**src/hw/rtl/dmi_pkg.sv**
```systemverilog
// Shared types and constants for the directional movement index block.
`default_nettype none
package dmi_pkg;

  localparam int unsigned PriceW    = 32;
  localparam int unsigned TimeW     = 64;
  localparam int unsigned SeenW     = 10;
  localparam int unsigned SumW      = 48;
  localparam int unsigned ValW      = 23;
  localparam int unsigned TotW      = 32;
  localparam int unsigned NumW      = 72;
  localparam int unsigned CntW      = 7;
  localparam logic [7:0]  PeriodRst = 8'd14;
  localparam logic [ValW-1:0] FullScale = 23'd6553600;
  localparam logic [SeenW-1:0] SeenMax = 10'd1023;
  localparam int unsigned FifoDepth = 2;

  // One classified bar handed from the front end to the back end.
  typedef struct packed {
    logic [PriceW-1:0] tr;
    logic [PriceW-1:0] pdm;
    logic [PriceW-1:0] mdm;
    logic [SeenW-1:0]  n;
    logic              first;
    logic [TimeW-1:0]  stamp;
  } bar_ent_t;

  // Request to the serial divider: remainder seed, bits to shift in, step count.
  typedef struct packed {
    logic              start;
    logic [SumW-1:0]   rem0;
    logic [NumW-1:0]   num;
    logic [CntW-1:0]   cnt;
    logic [SumW-1:0]   den;
  } div_req_t;

endpackage
`default_nettype wire

```
**src/hw/rtl/dmi_front.sv**
```systemverilog
// Front end: keeps the previous bar and forms true range and directional moves.
`default_nettype none
module dmi_front (
  input  wire                           clk,
  input  wire                           rst_n,
  input  wire                           acc,
  input  wire [dmi_pkg::PriceW-1:0]     high,
  input  wire [dmi_pkg::PriceW-1:0]     low,
  input  wire [dmi_pkg::PriceW-1:0]     close,
  input  wire [dmi_pkg::TimeW-1:0]      stamp,
  input  wire                           start,
  output dmi_pkg::bar_ent_t             ent
);
  logic [dmi_pkg::PriceW-1:0] last_high_r, last_low_r, last_close_r;
  logic [dmi_pkg::SeenW-1:0]  seen_r, seen_nxt, n;
  logic signed [dmi_pkg::PriceW:0] hl, hc, lc, up, dn, trs;

  always_comb begin
    n   = start ? '0 : seen_r;
    hl  = $signed({1'b0, high}) - $signed({1'b0, low});
    hc  = $signed({1'b0, high}) - $signed({1'b0, last_close_r});
    lc  = $signed({1'b0, low}) - $signed({1'b0, last_close_r});
    if (hc < 0) hc = -hc;
    if (lc < 0) lc = -lc;
    trs = hl;
    if (hc > trs) trs = hc;
    if (lc > trs) trs = lc;
    up  = $signed({1'b0, high}) - $signed({1'b0, last_high_r});
    dn  = $signed({1'b0, last_low_r}) - $signed({1'b0, low});
    ent.tr    = trs[dmi_pkg::PriceW-1:0];
    ent.pdm   = (up > dn && up > 0) ? up[dmi_pkg::PriceW-1:0] : '0;
    ent.mdm   = (dn > up && dn > 0) ? dn[dmi_pkg::PriceW-1:0] : '0;
    ent.n     = n;
    ent.first = (n == '0);
    ent.stamp = stamp;
    if (n == '0) seen_nxt = 10'd1;
    else if (n == dmi_pkg::SeenMax) seen_nxt = n;
    else seen_nxt = n + 10'd1;
  end

  always_ff @(posedge clk) begin
    if (!rst_n) begin
      seen_r <= '0;
      last_high_r <= '0;
      last_low_r <= '0;
      last_close_r <= '0;
    end else if (acc) begin
      seen_r <= seen_nxt;
      last_high_r <= high;
      last_low_r <= low;
      last_close_r <= close;
    end
  end
endmodule
`default_nettype wire

```
**config.mk**
```make
export PLATFORM = sky130hd
export DESIGN_NAME = dmi_front
export DESIGN_NICKNAME = d
export VERILOG_FILES = /design/src/hw/rtl/dmi_pkg.sv /design/src/hw/rtl/dmi_front.sv
export SDC_FILE = /design/constraint.sdc
export NUM_CORES = 1
export LEC_CHECK = 0
export BUFFER_PORTS_ARGS = -buffer_cell sky130_fd_sc_hd__buf_2
export CORE_MARGIN = 5
export CORE_UTILIZATION = 30
export DETAILED_ROUTE_END_ITERATION = 8
export PLACE_DENSITY = 0.56
export SLEW_MARGIN = 10
export SYNTH_ARGS = -nofsm -noshare
export SYNTH_HDL_FRONTEND = slang
export SYNTH_SLANG_ARGS = --single-unit
```
**constraint.sdc**
```tcl
create_clock -name clk -period 8.2 [get_ports clk]
set_input_delay 0.41 -clock clk [delete_from_list [all_inputs] [get_ports clk]]
set_output_delay 0.41 -clock clk [all_outputs]
set_load 0.1 [all_outputs]
```
# Yosys cells after proc, flatten, opt, wreduce, memory -nomap -nowiden
# Cells that the tools add are included.
totals:
  reg_bits: 106
  in_bits: 164
  out_inout_bits: 171
  elab_cells: 33
op_classes:
  add_sub_neg: 8
  n_lt_le_gt_ge: 8
  eq_ne: 1
  mux: 9
  n_reduce_logical: 3
ops:
  columns: ["op", "n"]
  rows:
  - ["$sub 32x32->33", 5]
  - ["$gt 33x33->1", 4]
  - ["$mux 33", 3]
  - ["$mux 32", 3]
  - ["$gt 33x1->1 const B", 2]
  - ["$lt 33x1->1 const B", 2]
  - ["$neg 33->33", 2]
  - ["$mux 10", 3]
  - ["$add 10x1->10 const B", 1]
  - ["$eq 10x10->1 const B", 1]
  - ["$logic_not 10->1", 1]
  - ["$logic_and 1x1->1", 2]

# Depth between registers and ports, before layout
logic_depth:
  word_depth: 7
  depth_mapped: 40
  mapped_depth_nobuf: 37

# Worst setup path before layout
# No wires, ideal clock.
synth_path:
  kind: "input to output"
  start: "in high[0] (netlist name)"
  end: "out ent[142] (netlist name)"
  arrival_ps: 9612
  t_required_ps: 7790
  setup_slack_ps: -1822
  cell_stages: 36
  n_path_buf: 3
  cell_sequence: "inv_1 > ha_1 > fa_1 > nor2b_1 > o31a_1 > or4_4 > a2111o_1 > a211o_1 > or4_4 > nor3_4 > nand2_1 > o21ai_1 > xor2_1 > inv_2 > ha_1 > nand4_1 > or2_2 > nor2_1 > o211ai_1 > a31oi_1 > nor3_1 > o211ai_1 > a31oi_1 > clkbuf_1 > mux2i_1 > ha_1 > and4_1 > a21oi_1 > a31o_2 > a21oi_1 > o31ai_1 > a21oi_1 > o31ai_1 > clkbuf_1 > buf_1 > mux2i_1"
synth_rtl:
  columns: ["item", "line", "text"]
  rows:
  - ["start: declaration", "dmi_front.sv:7", "input wire [dmi_pkg::PriceW-1:0] high,"]
  - ["end: declaration", "dmi_front.sv:12", "output dmi_pkg::bar_ent_t ent"]

==> run metrics <==
Rows 91; violations in the final reports negative setup slack; crit-path max FO 8; initial core utilization 0.304; Primary FF master, synth dfxtp_1; status finished, violations left; Max-Cap Viols 0; yosys warns 0; initial antenna violation count 6; Detailed Route Iter0 Violations 1206; worst r2r src seen_r[1]$_SDFFE_PN0P_; drt wl/cell 18.7 um; crit path max-delay cell type or4_4; VDD IR max ~0.00014 V; WP data arrival ~8200 ps; DR vias/cell 5.17; RD Place Congestion 0.914; Worst Path Class, Setup flip-flop to primary output; Die Span Y 261 um; Clk Latency, worst-skew pair 390 ps; Post-synth top cells ha_1, inv_1, a21oi_1; DRC 0; Hold Path Depth 3; R2R cell count 10; final hold viol count 0; synthesized area roughly 19000 um^2; core box area 61900 um^2; drt total wl 71200 um; worst slew pin tran between 1000 and 1500 ps; final design utilization 0.393; Clock Sinks roughly 110; area grow syn2layout 29.3%; HP Start close[29]; CP Launch Type flip-flop; Max Clock Skew 4.34 ps; Design Power 6.02 mW; crit-path max cell delay between 400 and 500 ps; count leader, synth ha_1; DP Wirelength 60800 um; drt pass-1 iters 5; cts bufs inserted 9; post-route ant nets 0; cell taking the most area after synthesis ha_1; Synth Instances 2563; largest net degree at the start of global routing 107; Max Slew Vio Count 0; final worst slack -371 ps; IO Pins 335; Port Buf Inserts between 200 and 250; H-tree levels 3; vias in the first global route approximately 19000; RSZ-0062 raised after global routing true; crit-path most repeated cell buf_4; CP bufs+invs 25; Clock Pin Slew Worst Setup and Hold Paths 80 ps; GRT Residual Overflow 0; fraction of registers with async set/reset 0; class of the worst hold path input pin to flip-flop; Global Route Usage Sum 0.200; layout cells sized above 1 0.226; #FFs+latches synth 106; PwrDens 247 nW/um^2; synth top area cells ha_1, dfxtp_1, mux2i_1, a21oi_1, xnor2_1; clock buffer depth 2; r2r setup slk between 5000 and 6000 ps; first-pass GRT wire length 107000 um; Post-synth EDFFs 0; fin crit period 8570 ps; Root Buffer clkbuf_16; fin crit share 1.05; top cell family by delay on the critical path buffers and inverters; syn nets 2995; final net count 3400; Die Width 261 um; die area approximately 68000 um^2; CP Data Required Time 7790 ps; Yosys top cell area share 0.175; Slew HR 0.322; CTS tree built; Seq/Total Area, Yosys 0.113; Distinct cells, synth 83; Max Clk Rate between 100 and 150 MHz; R2R Path End seen_r[4]$_SDFFE_PN0P_; FILL cells roughly 6500; Hold EP last_close_r[29]$_SDFFE_PN0P_; Avg Inst Size Synth 7.35 um^2; final setup fails 32; final hold slack about 280 ps; Leak ~11 nW; via count 19700; crit end category primary output
how the worst max path moves through the flow:
| stage | startpoint | depth (start not counted) | slack (ps) | endpoint |
|---|---|---|---|---|
| 2_1_floorplan | high[0] | 36 | -290 | ent[141] |
| 3_3_place_gp | high[1] | 37 | -370 | ent[168] |
| 3_5_place_dp | high[0] | 39 | -430 | ent[168] |
| 4_1_cts | last_close_r[0]$_SDFFE_PN0P_ | 37 | -410 | ent[149] |
| 5_1_grt | last_close_r[0]$_SDFFE_PN0P_ | 41 | -720 | ent[150] |
| 6_report | last_close_r[2]$_SDFFE_PN0P_ | 45 | -370 | ent[150] |
sequential cells by signal, indices dropped and copies added, names as in the netlist:
register and cells:
last_close_r 32, last_high_r 32, last_low_r 32, seen_r 10
worst min-delay path, stage by stage:
cell,delay [ps]
buf_2,80
mux2i_1,50
nor2b_1,90
power breakdown:
part,internal [mW],switching (mW),total (mW)
combinational,2.01,2.95,4.96
sequential,0.543,0.0156,0.559
clock,0.244,0.253,0.497
per-stage QoR:
stage	std cells	worst slack (ps)	cell area, um^2	setup TNS [ps]
after floorplan	2563	-293	19300	-5600
after global placement	3761	-369	23500	-10900
final	3814	-371	24300	-10710
after detailed placement	3761	-429	23500	-12510
after CTS	3808	-406	24200	-11660
after global routing	3813	-717	24300	-21650
cells in the final DEF (no fill, tap or decap), types with 54 or more instances in the layout:
cell,Yosys,final
nand3_1,54,54
xor2_1,80,80
ha_1,263,256
dfxtp_1,106,103
buf_2,3,165
nor2_1,187,184
buf_4,64,319
nand2_1,163,162
xnor2_1,106,105
nor2b_1,141,140
mux2i_1,136,108
a21o_1,86,86
a21oi_1,192,187
o21ai_0,143,136
inv_1,224,221
area by class of cell:
type,instances,area [um^2],share of cell area
well taps,837,1050,0.0430
clock inverters,7,83.8,0.00344
diodes,4,10.0,0.000411
clock buffers,9,225,0.00925
repair buffers,540,4270,0.175
inverters,225,857,0.0352
flip-flops and latches,106,2130,0.0874
multi-input cells,2086,15700,0.646
kinds of logic after synthesis:
family | after synthesis | synth area share
simple gates | 775 | 0.211
compound gates | 714 | 0.246
buf+inv | 372 | 0.0871
fa+ha+maj | 268 | 0.180
xor+xnor | 188 | 0.0882
mux | 140 | 0.0747
flops | 106 | 0.113
routing by layer:
layer  GRT usage  wire length, um
met4      0.0549             1680
met2       0.325            31500
met3      0.0213             3790
met1       0.283            34200
met5           0                0
what timing repair did:
action,4_1_cts,5_1_grt
buffers inserted,30,2
pin swaps,13,7
gates resized for setup,37,26
cloned,1,0
hold buffers,0,0
endpoints found under the setup margin,32,52
Power figures use the tool's default switching activity.
