`src/hw/rtl/dmi_pkg.sv`:
```
// Shared types and constants for the directional movement index block.
`default_nettype none
package dmi_pkg;

  localparam int unsigned PriceW    = 32;
  localparam int unsigned TimeW     = 64;
  localparam int unsigned SeenW     = 10;
  localparam int unsigned SumW      = 48;
  localparam int unsigned ValW      = 23;
  localparam int unsigned TotW      = 32;
  localparam int unsigned NumW      = 72;
  localparam int unsigned CntW      = 7;
  localparam logic [7:0]  PeriodRst = 8'd14;
  localparam logic [ValW-1:0] FullScale = 23'd6553600;
  localparam logic [SeenW-1:0] SeenMax = 10'd1023;
  localparam int unsigned FifoDepth = 2;

  // One classified bar handed from the front end to the back end.
  typedef struct packed {
    logic [PriceW-1:0] tr;
    logic [PriceW-1:0] pdm;
    logic [PriceW-1:0] mdm;
    logic [SeenW-1:0]  n;
    logic              first;
    logic [TimeW-1:0]  stamp;
  } bar_ent_t;

  // Request to the serial divider: remainder seed, bits to shift in, step count.
  typedef struct packed {
    logic              start;
    logic [SumW-1:0]   rem0;
    logic [NumW-1:0]   num;
    logic [CntW-1:0]   cnt;
    logic [SumW-1:0]   den;
  } div_req_t;

endpackage
`default_nettype wire

```
`src/hw/rtl/dmi_fifo.sv`:
```
// Two-entry queue between the front end and the back end.
`default_nettype none
module dmi_fifo (
  input  wire               clk,
  input  wire               rst_n,
  input  wire               push,
  input  dmi_pkg::bar_ent_t wdata,
  input  wire               pop,
  output dmi_pkg::bar_ent_t rdata,
  output logic              full,
  output logic              empty
);
  dmi_pkg::bar_ent_t mem_r [dmi_pkg::FifoDepth];
  logic       wp_r, rp_r;
  logic [1:0] cnt_r;

  assign full  = (cnt_r == 2'd2);
  assign empty = (cnt_r == 2'd0);
  assign rdata = mem_r[rp_r];

  always_ff @(posedge clk) begin
    if (push) mem_r[wp_r] <= wdata;
  end

  always_ff @(posedge clk) begin
    if (!rst_n) begin
      wp_r <= 1'b0;
      rp_r <= 1'b0;
      cnt_r <= '0;
    end else begin
      if (push) wp_r <= ~wp_r;
      if (pop) rp_r <= ~rp_r;
      if (push && !pop) cnt_r <= cnt_r + 2'd1;
      else if (pop && !push) cnt_r <= cnt_r - 2'd1;
    end
  end
endmodule
`default_nettype wire

```
`config.mk`:
```
export PLATFORM = sky130hd
export DESIGN_NAME = dmi_fifo
export DESIGN_NICKNAME = d
export VERILOG_FILES = /design/src/hw/rtl/dmi_pkg.sv /design/src/hw/rtl/dmi_fifo.sv
export SDC_FILE = /design/constraint.sdc
export NUM_CORES = 1
export LEC_CHECK = 0
export ABC_AREA = 1
export BUFFER_PORTS_ARGS = -buffer_cell sky130_fd_sc_hd__buf_2
export CAP_MARGIN = 30
export CORE_ASPECT_RATIO = 1.75
export CORE_MARGIN = 5
export CORE_UTILIZATION = 52
export DETAILED_ROUTE_END_ITERATION = 10
export GPL_TIMING_DRIVEN = 0
export MAX_ROUTING_LAYER = met4
export PLACE_DENSITY_LB_ADDON = 0.1
export SYNTH_ARGS = -nofsm -noshare
export SYNTH_HDL_FRONTEND = slang
export SYNTH_SLANG_ARGS = --single-unit
```
`constraint.sdc`:
```
create_clock -name clk -period 11.1 [get_ports clk]
set_input_delay 0 -clock clk [delete_from_list [all_inputs] [get_ports clk]]
set_output_delay 0 -clock clk [all_outputs]
set_load 0.02 [all_outputs]
```
Word level (Yosys, flattened, before mapping)

Memory sizes are Yosys's and may differ from the RTL's. A register that Yosys moved wholly into a read port is not among the register bits.
Index checks and enable logic that the tools add are counted.

Add/sub/neg operators: 2
Eq/ne operators: 1
Multiplexer cells: 6
Bitwise gates (word level): 2
Reduce and logical (&&, ||, !) cells: 6

Operators by type and width:

| operator                                         | count |
|---|---|
| two-way mux 1 bit                                | 4 |
| two-way mux 2 bit                                | 2 |
| adder 2 x 1 -> 2 bit, second input constant      | 1 |
| equality test 2 bit, second input constant       | 1 |
| logical AND 1 bit                                | 2 |
| logical NOT 1 bit                                | 2 |
| logical NOT 2 bit                                | 1 |
| inverter 1 bit                                   | 2 |
| nonzero test 2 bit                               | 1 |
| subtractor 2 x 1 -> 2 bit, second input constant | 1 |

Register bits after elaboration: 4
Bits in writable memories: 342
Input bits: 175
Output and inout port bits: 173
Word-level logic and storage cells: 21
Memories kept: 1

Memory list:

| name  | words | width | rd ports | clocked after memory_dff | wr ports | RTL line       | RTL |
|---|---|---|---|---|---|---|---|
| mem_r | 2     | 171   | 1        | 1                        | 1        | dmi_fifo.sv:13 | `dmi_pkg::bar_ent_t mem_r [dmi_pkg::FifoDepth];` |

Depth between registers and ports, before layout

Gate-level depths: netlist (run 1).

Depth after elaboration: 4
Gate-level depth with buffers: 8
Depth with buffers taken out: 8

Worst setup path after synthesis (run 1)

Ideal clock, no wire load.

Path kind: flip-flop to flip-flop
From: register wp_r
To: memory mem_r[0][0] in the netlist's numbering (enable)
Setup time: 0.709 ns
Data arrival time: 7.401 ns
Data required time: 10.391 ns
Setup slack: 2.990 ns
Cell stages (with the launch flop): 2
Path buffers: 0
Period minus slack after synthesis: 8.110 ns
Cell sequence: dfxtp_1 nor2_1

RTL lines:

| what                   | RTL line       | RTL |
|---|---|---|
| start, declared        | dmi_fifo.sv:14 | `logic wp_r, rp_r;` |
| start signal, assigned | dmi_fifo.sv:31 | `if (push) wp_r <= ~wp_r;` |
| end, declared          | dmi_fifo.sv:13 |  |

Straight into the memory's write port.

Worst setup path after layout (run 1)

From: register wp_r
To: memory mem_r[1][135] in the netlist's numbering (enable)

Straight into the memory's write port.

==> flow_summary_export.csv, run 1 <==
group,metric,value,unit
status,status,"finished clean",
power_and_ir_drop,leakage,7.02,nW
worst_hold_path,whs_path_depth,2,
synthesis,synth_seq_cells,347,
timing,clock.fmax,512,MHz
final_layout,fillers,1554,
clock_network,cts_num_sinks,347,
grt,antenna_found_initial,3,
floorplanning,die-area,28200,sq um
synthesis,synth_compound_area_frac,0.000774,
placement,portBuffers,347,
route,wl_per_cell,19.3,microns
clock_network,htree_levels,1,
final_layout,drive_above_1_share,0.509,
route,route.detailed.drc,0,
synthesis,synthCells,567,
route,first_pass_iters,4,
final_layout,final_common_cell,"buf_2",
grt,use_met2,0.370,
route,vias,7207,
setup_path,reg2reg_slack,9150,ps
final_layout,final_cell_mix,"buf_2 (355), edfxtp_1 (342), dlygate4sd3_1 (174), mux2_4 (90), mux2_2 (81)",
final_layout,area_growth,38.1,%
route,ant_nets,0,
setup_path,cp.required,11280,ps
power_and_ir_drop,p_per_area,161,nW/um^2
timing,finalHoldViolations,0,
grt,use_met3,0.0418,
synthesis,yosysWarnings,0,
synthesis,syn_area,12900,sq um
synthesis,synth_top_family_by_area,"multiplexers",
grt,globalRouteTotalUtil,0.201,
worst_hold_path,hp-start,"wdata[35]",
timing,slew_headroom,0.571,
grt,busiest_layer,"met2",
timing,setup_viol,0,
run,cap_viol_max_count,0,
clock_network,cts_tree,"done",
power_and_ir_drop,comb_power_share,0.138,
timing,fin_worst_skew,5.75,ps
grt,grt_pass1_wl,42300,microns
setup_path,worst_setup_path_start_kind,"flip-flop",
placement,dp_hpwl,19000,microns
timing,worst_pin_slew,643,ps
grt,grtUsageMet1,0.203,
route,detail_route.vias_per_cell,4.92,
power_and_ir_drop,swShare,0.225,
power_and_ir_drop,max-vdd-ir-drop,0.146,mV
power_and_ir_drop,netSwitchingPower,0.644,mW
clock_network,cts_resized,0,
grt,grt_pass1_vias,8101,
final_layout,nNetsFinal,1302,
synthesis,syn_avg_cell_area,22.8,sq um
route,drt_iter0_drc,312,
timing,drv_slew,0,
floorplanning,rows,76,
worst_hold_path,hp-class,"input port to flip-flop",
placement,placed_cell_area,15200,sq um
setup_path,max_stage_delay,480,ps
placement,dpl.cell_count,1233,
timing,grt_setup_unrepaired,"false",
synthesis,yosys.area_share.simple,0.00581,
setup_path,rr_endpoint,"mem_r[1][135]",
synthesis,syn_nets,743,
grt,grt.overflow.total,0,
placement,gp_congestion,0.750,
synthesis,muxShareOfSynthArea,0.175,
clock_network,numCtsBuffers,29,
clock_network,cts_root_buffer,"clkbuf_16",
grt,grt_max_degree,87,
power_and_ir_drop,clkPwrFrac,0.327,
synthesis,ys_seq_area_frac,0.802,
clock_network,clock_latency,530,ps
synthesis,yosys.area_share.adder,0.000968,
timing,post-route-period-util,0.176,
floorplanning,core,24500,sq um
setup_path,cp_max_fo,86,
clock_network,clk_pin_slew,70,ps
power_and_ir_drop,power_frac_seq,0.535,
final_layout,fin_cells,1464,
setup_path,reg2reg_from,"wp_r",
floorplanning,initial_core_util,0.527,
floorplanning,dieWidth,129,microns
setup_path,critical_path_class,"flip-flop to flip-flop",
timing,timing.hold.ws,180,ps
setup_path,end_kind,"flip-flop",
final_layout,stdcell_area,17800,sq um
floorplanning,die_h,219,microns
timing,post-route-min-period,1950,ps
synthesis,synthXorXnorAreaFrac,0,
route,wirelength,28200,microns
power_and_ir_drop,p_int,2.22,mW
setup_path,worstRegToRegCells,3,
setup_path,crit_slowest_cell,"inv_8",
floorplanning,ios,348,
synthesis,ys_types,14,
timing,setup_tns,0,ps
setup_path,crit_arrival,2130,ps
setup_path,critical_path.cell_chain,"nand2_1 -> inv_8 -> buf_16",
worst_hold_path,hold_end,"mem_r[1][35]",
clock_network,clock_path_buffers,3,
repair_timing:
item                                   4_1_cts  5_1_grt
hold buffers                               174        0
endpoints found under the hold margin      358        0
setup buffers                                0        0
cell usage after synthesis:
master    instances  share of area
edfxtp_1        342           0.79
nor2_1            9         0.0026
o21ai_0           1        0.00039
nand2_1           8         0.0023
buf_6            11         0.0096
a21oi_1           1        0.00039
buf_2             8         0.0031
mux2_2           81          0.071
mux2_4           90           0.10
inv_1             8         0.0023
nand3_1           1        0.00039
ha_1              1        0.00097
dfxtp_1           5         0.0077
nand4_1           1        0.00048
registers in the layout, indices dropped and copies added, names as in the netlist, named ones only:
signal,count
wp_r,1
cnt_r,2
mem_r,342
rp_r,1
per-stage QoR:
| step | utilization | power, mW | setup slack (ps) |
|---|---|---|---|
| global route | 0.727 | 2.98 | 9050 |
| floorplan | - | 1.78 | 2990 |
| global placement | 0.614 | 1.91 | -341 |
| CTS | 0.727 | 2.89 | 9130 |
| finish | 0.727 | 2.87 | 9150 |
| detailed placement | 0.620 | 1.91 | 9140 |
final cells by class:
| type | instances | area [sq um] | area share |
|---|---|---|---|
| plain buffers | 19 | 164 | 0.00919 |
| clock inverters | 12 | 78.8 | 0.00442 |
| repair buffers | 528 | 3630 | 0.204 |
| flip-flops and latches | 347 | 10400 | 0.581 |
| clock buffers | 41 | 791 | 0.0443 |
| well taps | 312 | 390 | 0.0219 |
| multi-input cells | 193 | 2370 | 0.133 |
| diodes | 4 | 10.0 | 0.000561 |
| inverters | 8 | 37.5 | 0.00210 |
worst max-delay path: cells and delay by family, from the launching register on:
kind          cells  cell delay (ps)
buf+inv           2              900
flops             1              400
simple gates      1              170
cell families after synthesis:
family,Yosys count
mux,171
simple gates,19
flops,347
compound gates,2
buf+inv,27
fa+ha+maj,1
per-layer routing:
metal / vias to the layer above / part of all wire
li1: 3360 / -
met1: 3524 / 0.34
met2: 264 / 0.56
met3: 59 / 0.073
met4: 0 / 0.033
met5: - / 0
worst max-delay path by stage:
stage	start	slack, ps	end
floorplan	wp_r	2990	mem_r[0][0]
global placement	wp_r	-340	mem_r[0][134]
detailed placement	wp_r	9140	mem_r[1][134]
CTS	flip-flop	9130	rdata[78]
global route	wp_r	9050	mem_r[1][116]
finish	wp_r	9150	mem_r[1][135]
power by group through the flow:
stage                     combinational [mW]  clock (mW)  sequential (mW)
after global placement                 0.329           0             1.58
after detailed placement               0.346           0             1.56
after global routing                   0.419        1.02             1.54
after floorplan                        0.213           0             1.57
final                                  0.394       0.937             1.53
after CTS                              0.398       0.962             1.53
(Power assumes the default switching activity.)
==> run 2, diff against run 1 <==
--- a/config.mk
+++ b/config.mk
@@ -10,7 +10,7 @@
 export CAP_MARGIN = 30
 export CORE_ASPECT_RATIO = 1.75
 export CORE_MARGIN = 5
-export CORE_UTILIZATION = 52
+export CORE_UTILIZATION = 47
 export DETAILED_ROUTE_END_ITERATION = 10
 export GPL_TIMING_DRIVEN = 0
 export MAX_ROUTING_LAYER = met4
==> constraint.sdc (replaced) <==
create_clock -name clk -period 1.7 [get_ports clk]
set_input_delay 0 -clock clk [delete_from_list [all_inputs] [get_ports clk]]
set_output_delay 0 -clock clk [all_outputs]
set_load 0.02 [all_outputs]
==> run 2 against run 1 <==
- the flow now finishes with violations (negative setup slack)
- cell count is 5.4% higher
- hold slack worse by 15 ps
- routed wire length increased by 5.0%
- register-to-register slack worse by 9200 ps
- count of clock-buffer cells in the layout rose by 2
==> flow_summary_export.csv, run 2 (synthesis gave the netlist of run 1 again) <==
group,metric,value,unit
setup_path,cp.required,1700,ps
run,cap_viol_max_count,0,
final_layout,seq_area,10400,sq um
power_and_ir_drop,p_per_area,1030,nW/um^2
timing,timing.hold.ws,164,ps
setup_path,end_kind,"output port",
final_layout,largest_reg_flops,342,
timing,worst_pin_slew,799,ps
grt,busiest_layer,"met2",
setup_path,rr_endpoint,"mem_r[0][74]",
timing,setup_viol,199,
timing,clock.fmax,546,MHz
route,detail_route.vias_per_cell,4.76,
floorplanning,die_h,229,microns
route,drt_iter0_drc,334,
clock_network,cts_num_sinks,347,
final_layout,fin_cells,1543,
floorplanning,ios,348,
grt,grtUsageMet1,0.189,
placement,gp_congestion,0.745,
final_layout,multi_input_area,2410,sq um
power_and_ir_drop,comb_power_share,0.153,
setup_path,cp_common_cell,"clkbuf_16",
worst_hold_path,hold_end,"mem_r[0][38]",
grt,use_met2,0.351,
final_layout,drive_above_1_share,0.517,
route,first_pass_iters,4,
timing,worst_slack,-132,ps
setup_path,reg2reg_slack,-20,ps
floorplanning,core,27200,sq um
timing,post-route-period-util,1.08,
final_layout,final_cell_mix,"edfxtp_1 (342), buf_2 (286), dlygate4sd3_1 (177), mux2_4 (100), mux2_2 (71)",
clock_network,htree_levels,1,
grt,use_met3,0.0378,
setup_path,crit_slowest_cell,"dfxtp_2",
setup_path,reg2reg_from,"wp_r",
timing,drv_slew,0,
worst_hold_path,whs_path_depth,2,
floorplanning,initial_core_util,0.475,
floorplanning,rows,80,
timing,slew_headroom,0.464,
timing,setup_tns,-15690,ps
setup_path,max_stage_delay,340,ps
power_and_ir_drop,max-vdd-ir-drop,1.14,mV
route,vias,7339,
clock_network,cts_root_buffer,"clkbuf_16",
setup_path,crit_arrival,1830,ps
grt,globalRouteTotalUtil,0.186,
worst_hold_path,hp-start,"wdata[38]",
timing,fin_worst_skew,5.94,ps
power_and_ir_drop,netSwitchingPower,4.39,mW
route,wl_per_cell,19.2,microns
worst_hold_path,hp-class,"input port to flip-flop",
power_and_ir_drop,swShare,0.227,
setup_path,cp_max_fo,11,
final_layout,nNetsFinal,1324,
placement,dpl.cell_count,1293,
setup_path,worstRegToRegCells,3,
route,ant_nets,0,
placement,dp_hpwl,19100,microns
floorplanning,dieWidth,135,microns
grt,grt.overflow.total,0,
setup_path,critical_path.cell_chain,"buf_12 -> clkbuf_16 -> clkbuf_16 -> mux2_4 -> buf_2",
power_and_ir_drop,leakage,7.37,nW
final_layout,top_regs,"mem_r: 342 flops, cnt_r: 2 flops",
setup_path,worst_setup_path_start_kind,"flip-flop",
grt,grt_max_degree,40,
power_and_ir_drop,p_int,14.9,mW
setup_path,critical_path_class,"flip-flop to output port",
grt,grt_pass1_wl,43700,microns
placement,place_ws,-370,ps
setup_path,cp_num_buf_inv,4,
final_layout,area_growth,45.4,%
timing,grt_setup_unrepaired,"true",
timing,finalHoldViolations,0,
status,violations,"negative setup slack",
setup_path,path_delay_family,"buffers and inverters",
power_and_ir_drop,clkPwrFrac,0.329,
floorplanning,die-area,31000,sq um
power_and_ir_drop,power.total,19.3,mW
route,route.detailed.drc,0,
clock_network,clk_pin_slew,60,ps
timing,post-route-min-period,1830,ps
power_and_ir_drop,power_frac_seq,0.518,
final_layout,final_common_cell,"edfxtp_1",
placement,portBuffers,347,
grt,antenna_found_initial,2,
grt,grt_pass1_vias,8074,
clock_network,clock_path_buffers,3,
route,wirelength,29600,microns
clock_network,numCtsBuffers,30,
status,status,"finished with violations",
clock_network,clock_latency,550,ps
final_layout,regMostFlops,"mem_r",
final_layout,fillers,1876,
clock_network,cts_tree,"done",
-- run 2: cell types whose count changed in the layout (fill, tap and decap cells not counted), sizes merged --
cell	change
clkbuf	+10
inv	-1
clkinvlp	+2
dlygate4sd3	+3
diode	-2
clkinv	+1
buf	+9
-- run 2: repair_timing --
item / in CTS / in global routing
endpoints found under the setup margin: 367 / 242
buffers inserted: 6 / 2
hold buffers: 177 / 0
cloned: 1 / 6
endpoints found under the hold margin: 360 / 0
gates resized for setup: 53 / 116
pin swaps: 0 / 0
-- run 2: final cells by class --
type	count	area share
Inverter	8	0.00180
Sequential cell	347	0.552
Tap cell	369	0.0246
Clock inverter	13	0.00466
Multi-Input combinational cell	193	0.128
Antenna cell	2	0.000266
Timing Repair inverter	1	0.000266
Clock buffer	43	0.0437
Timing Repair Buffer	548	0.225
Buffer	19	0.0190
-- run 2: worst register-to-register path, delay by kind of cell, from the launching register on --
kind	cells	cell delay [ps]
buffers and inverters	2	540
and+or+nand+nor	1	520
DFF	1	340
-- run 2: how the worst max path moves through the flow --
stage                         end  cells after the start  slack, ps       from
finish                  rdata[91]                      5       -130  flip-flop
floorplan             mem_r[1][0]                      2      -1640       wp_r
CTS                    rdata[137]                      5       -220  flip-flop
global placement     mem_r[1][74]                      2      -3350       wp_r
global route            rdata[84]                      5       -200  flip-flop
detailed placement  mem_r[1][141]                      4       -370       wp_r
-- run 2: stage by stage --
| step | instance area, sq um | util |
|---|---|---|
| 2_1_floorplan | 12900 | - |
| 3_3_place_gp | 15100 | 0.556 |
| 3_5_place_dp | 15300 | 0.563 |
| 4_1_cts | 18300 | 0.670 |
| 5_1_grt | 18800 | 0.690 |
| 6_report | 18800 | 0.690 |
-- run 2: power groups by stage --
| stage | registers [mW] | logic, mW | clock network (mW) |
|---|---|---|---|
| global placement | 10.2 | 2.19 | 0 |
| global route | 10.0 | 3.12 | 6.92 |
| detailed placement | 10.2 | 2.29 | 0 |
| CTS | 10.0 | 2.74 | 6.57 |
| floorplan | 10.2 | 1.40 | 0 |
| finish | 10.0 | 2.95 | 6.36 |
-- run 2: per-layer routing --
layer / vias to the layer above / routed length [microns]
met5: - / 0
met4: 0 / 817
met3: 56 / 1790
met2: 273 / 17000
met1: 3596 / 10000
li1: 3414 / -
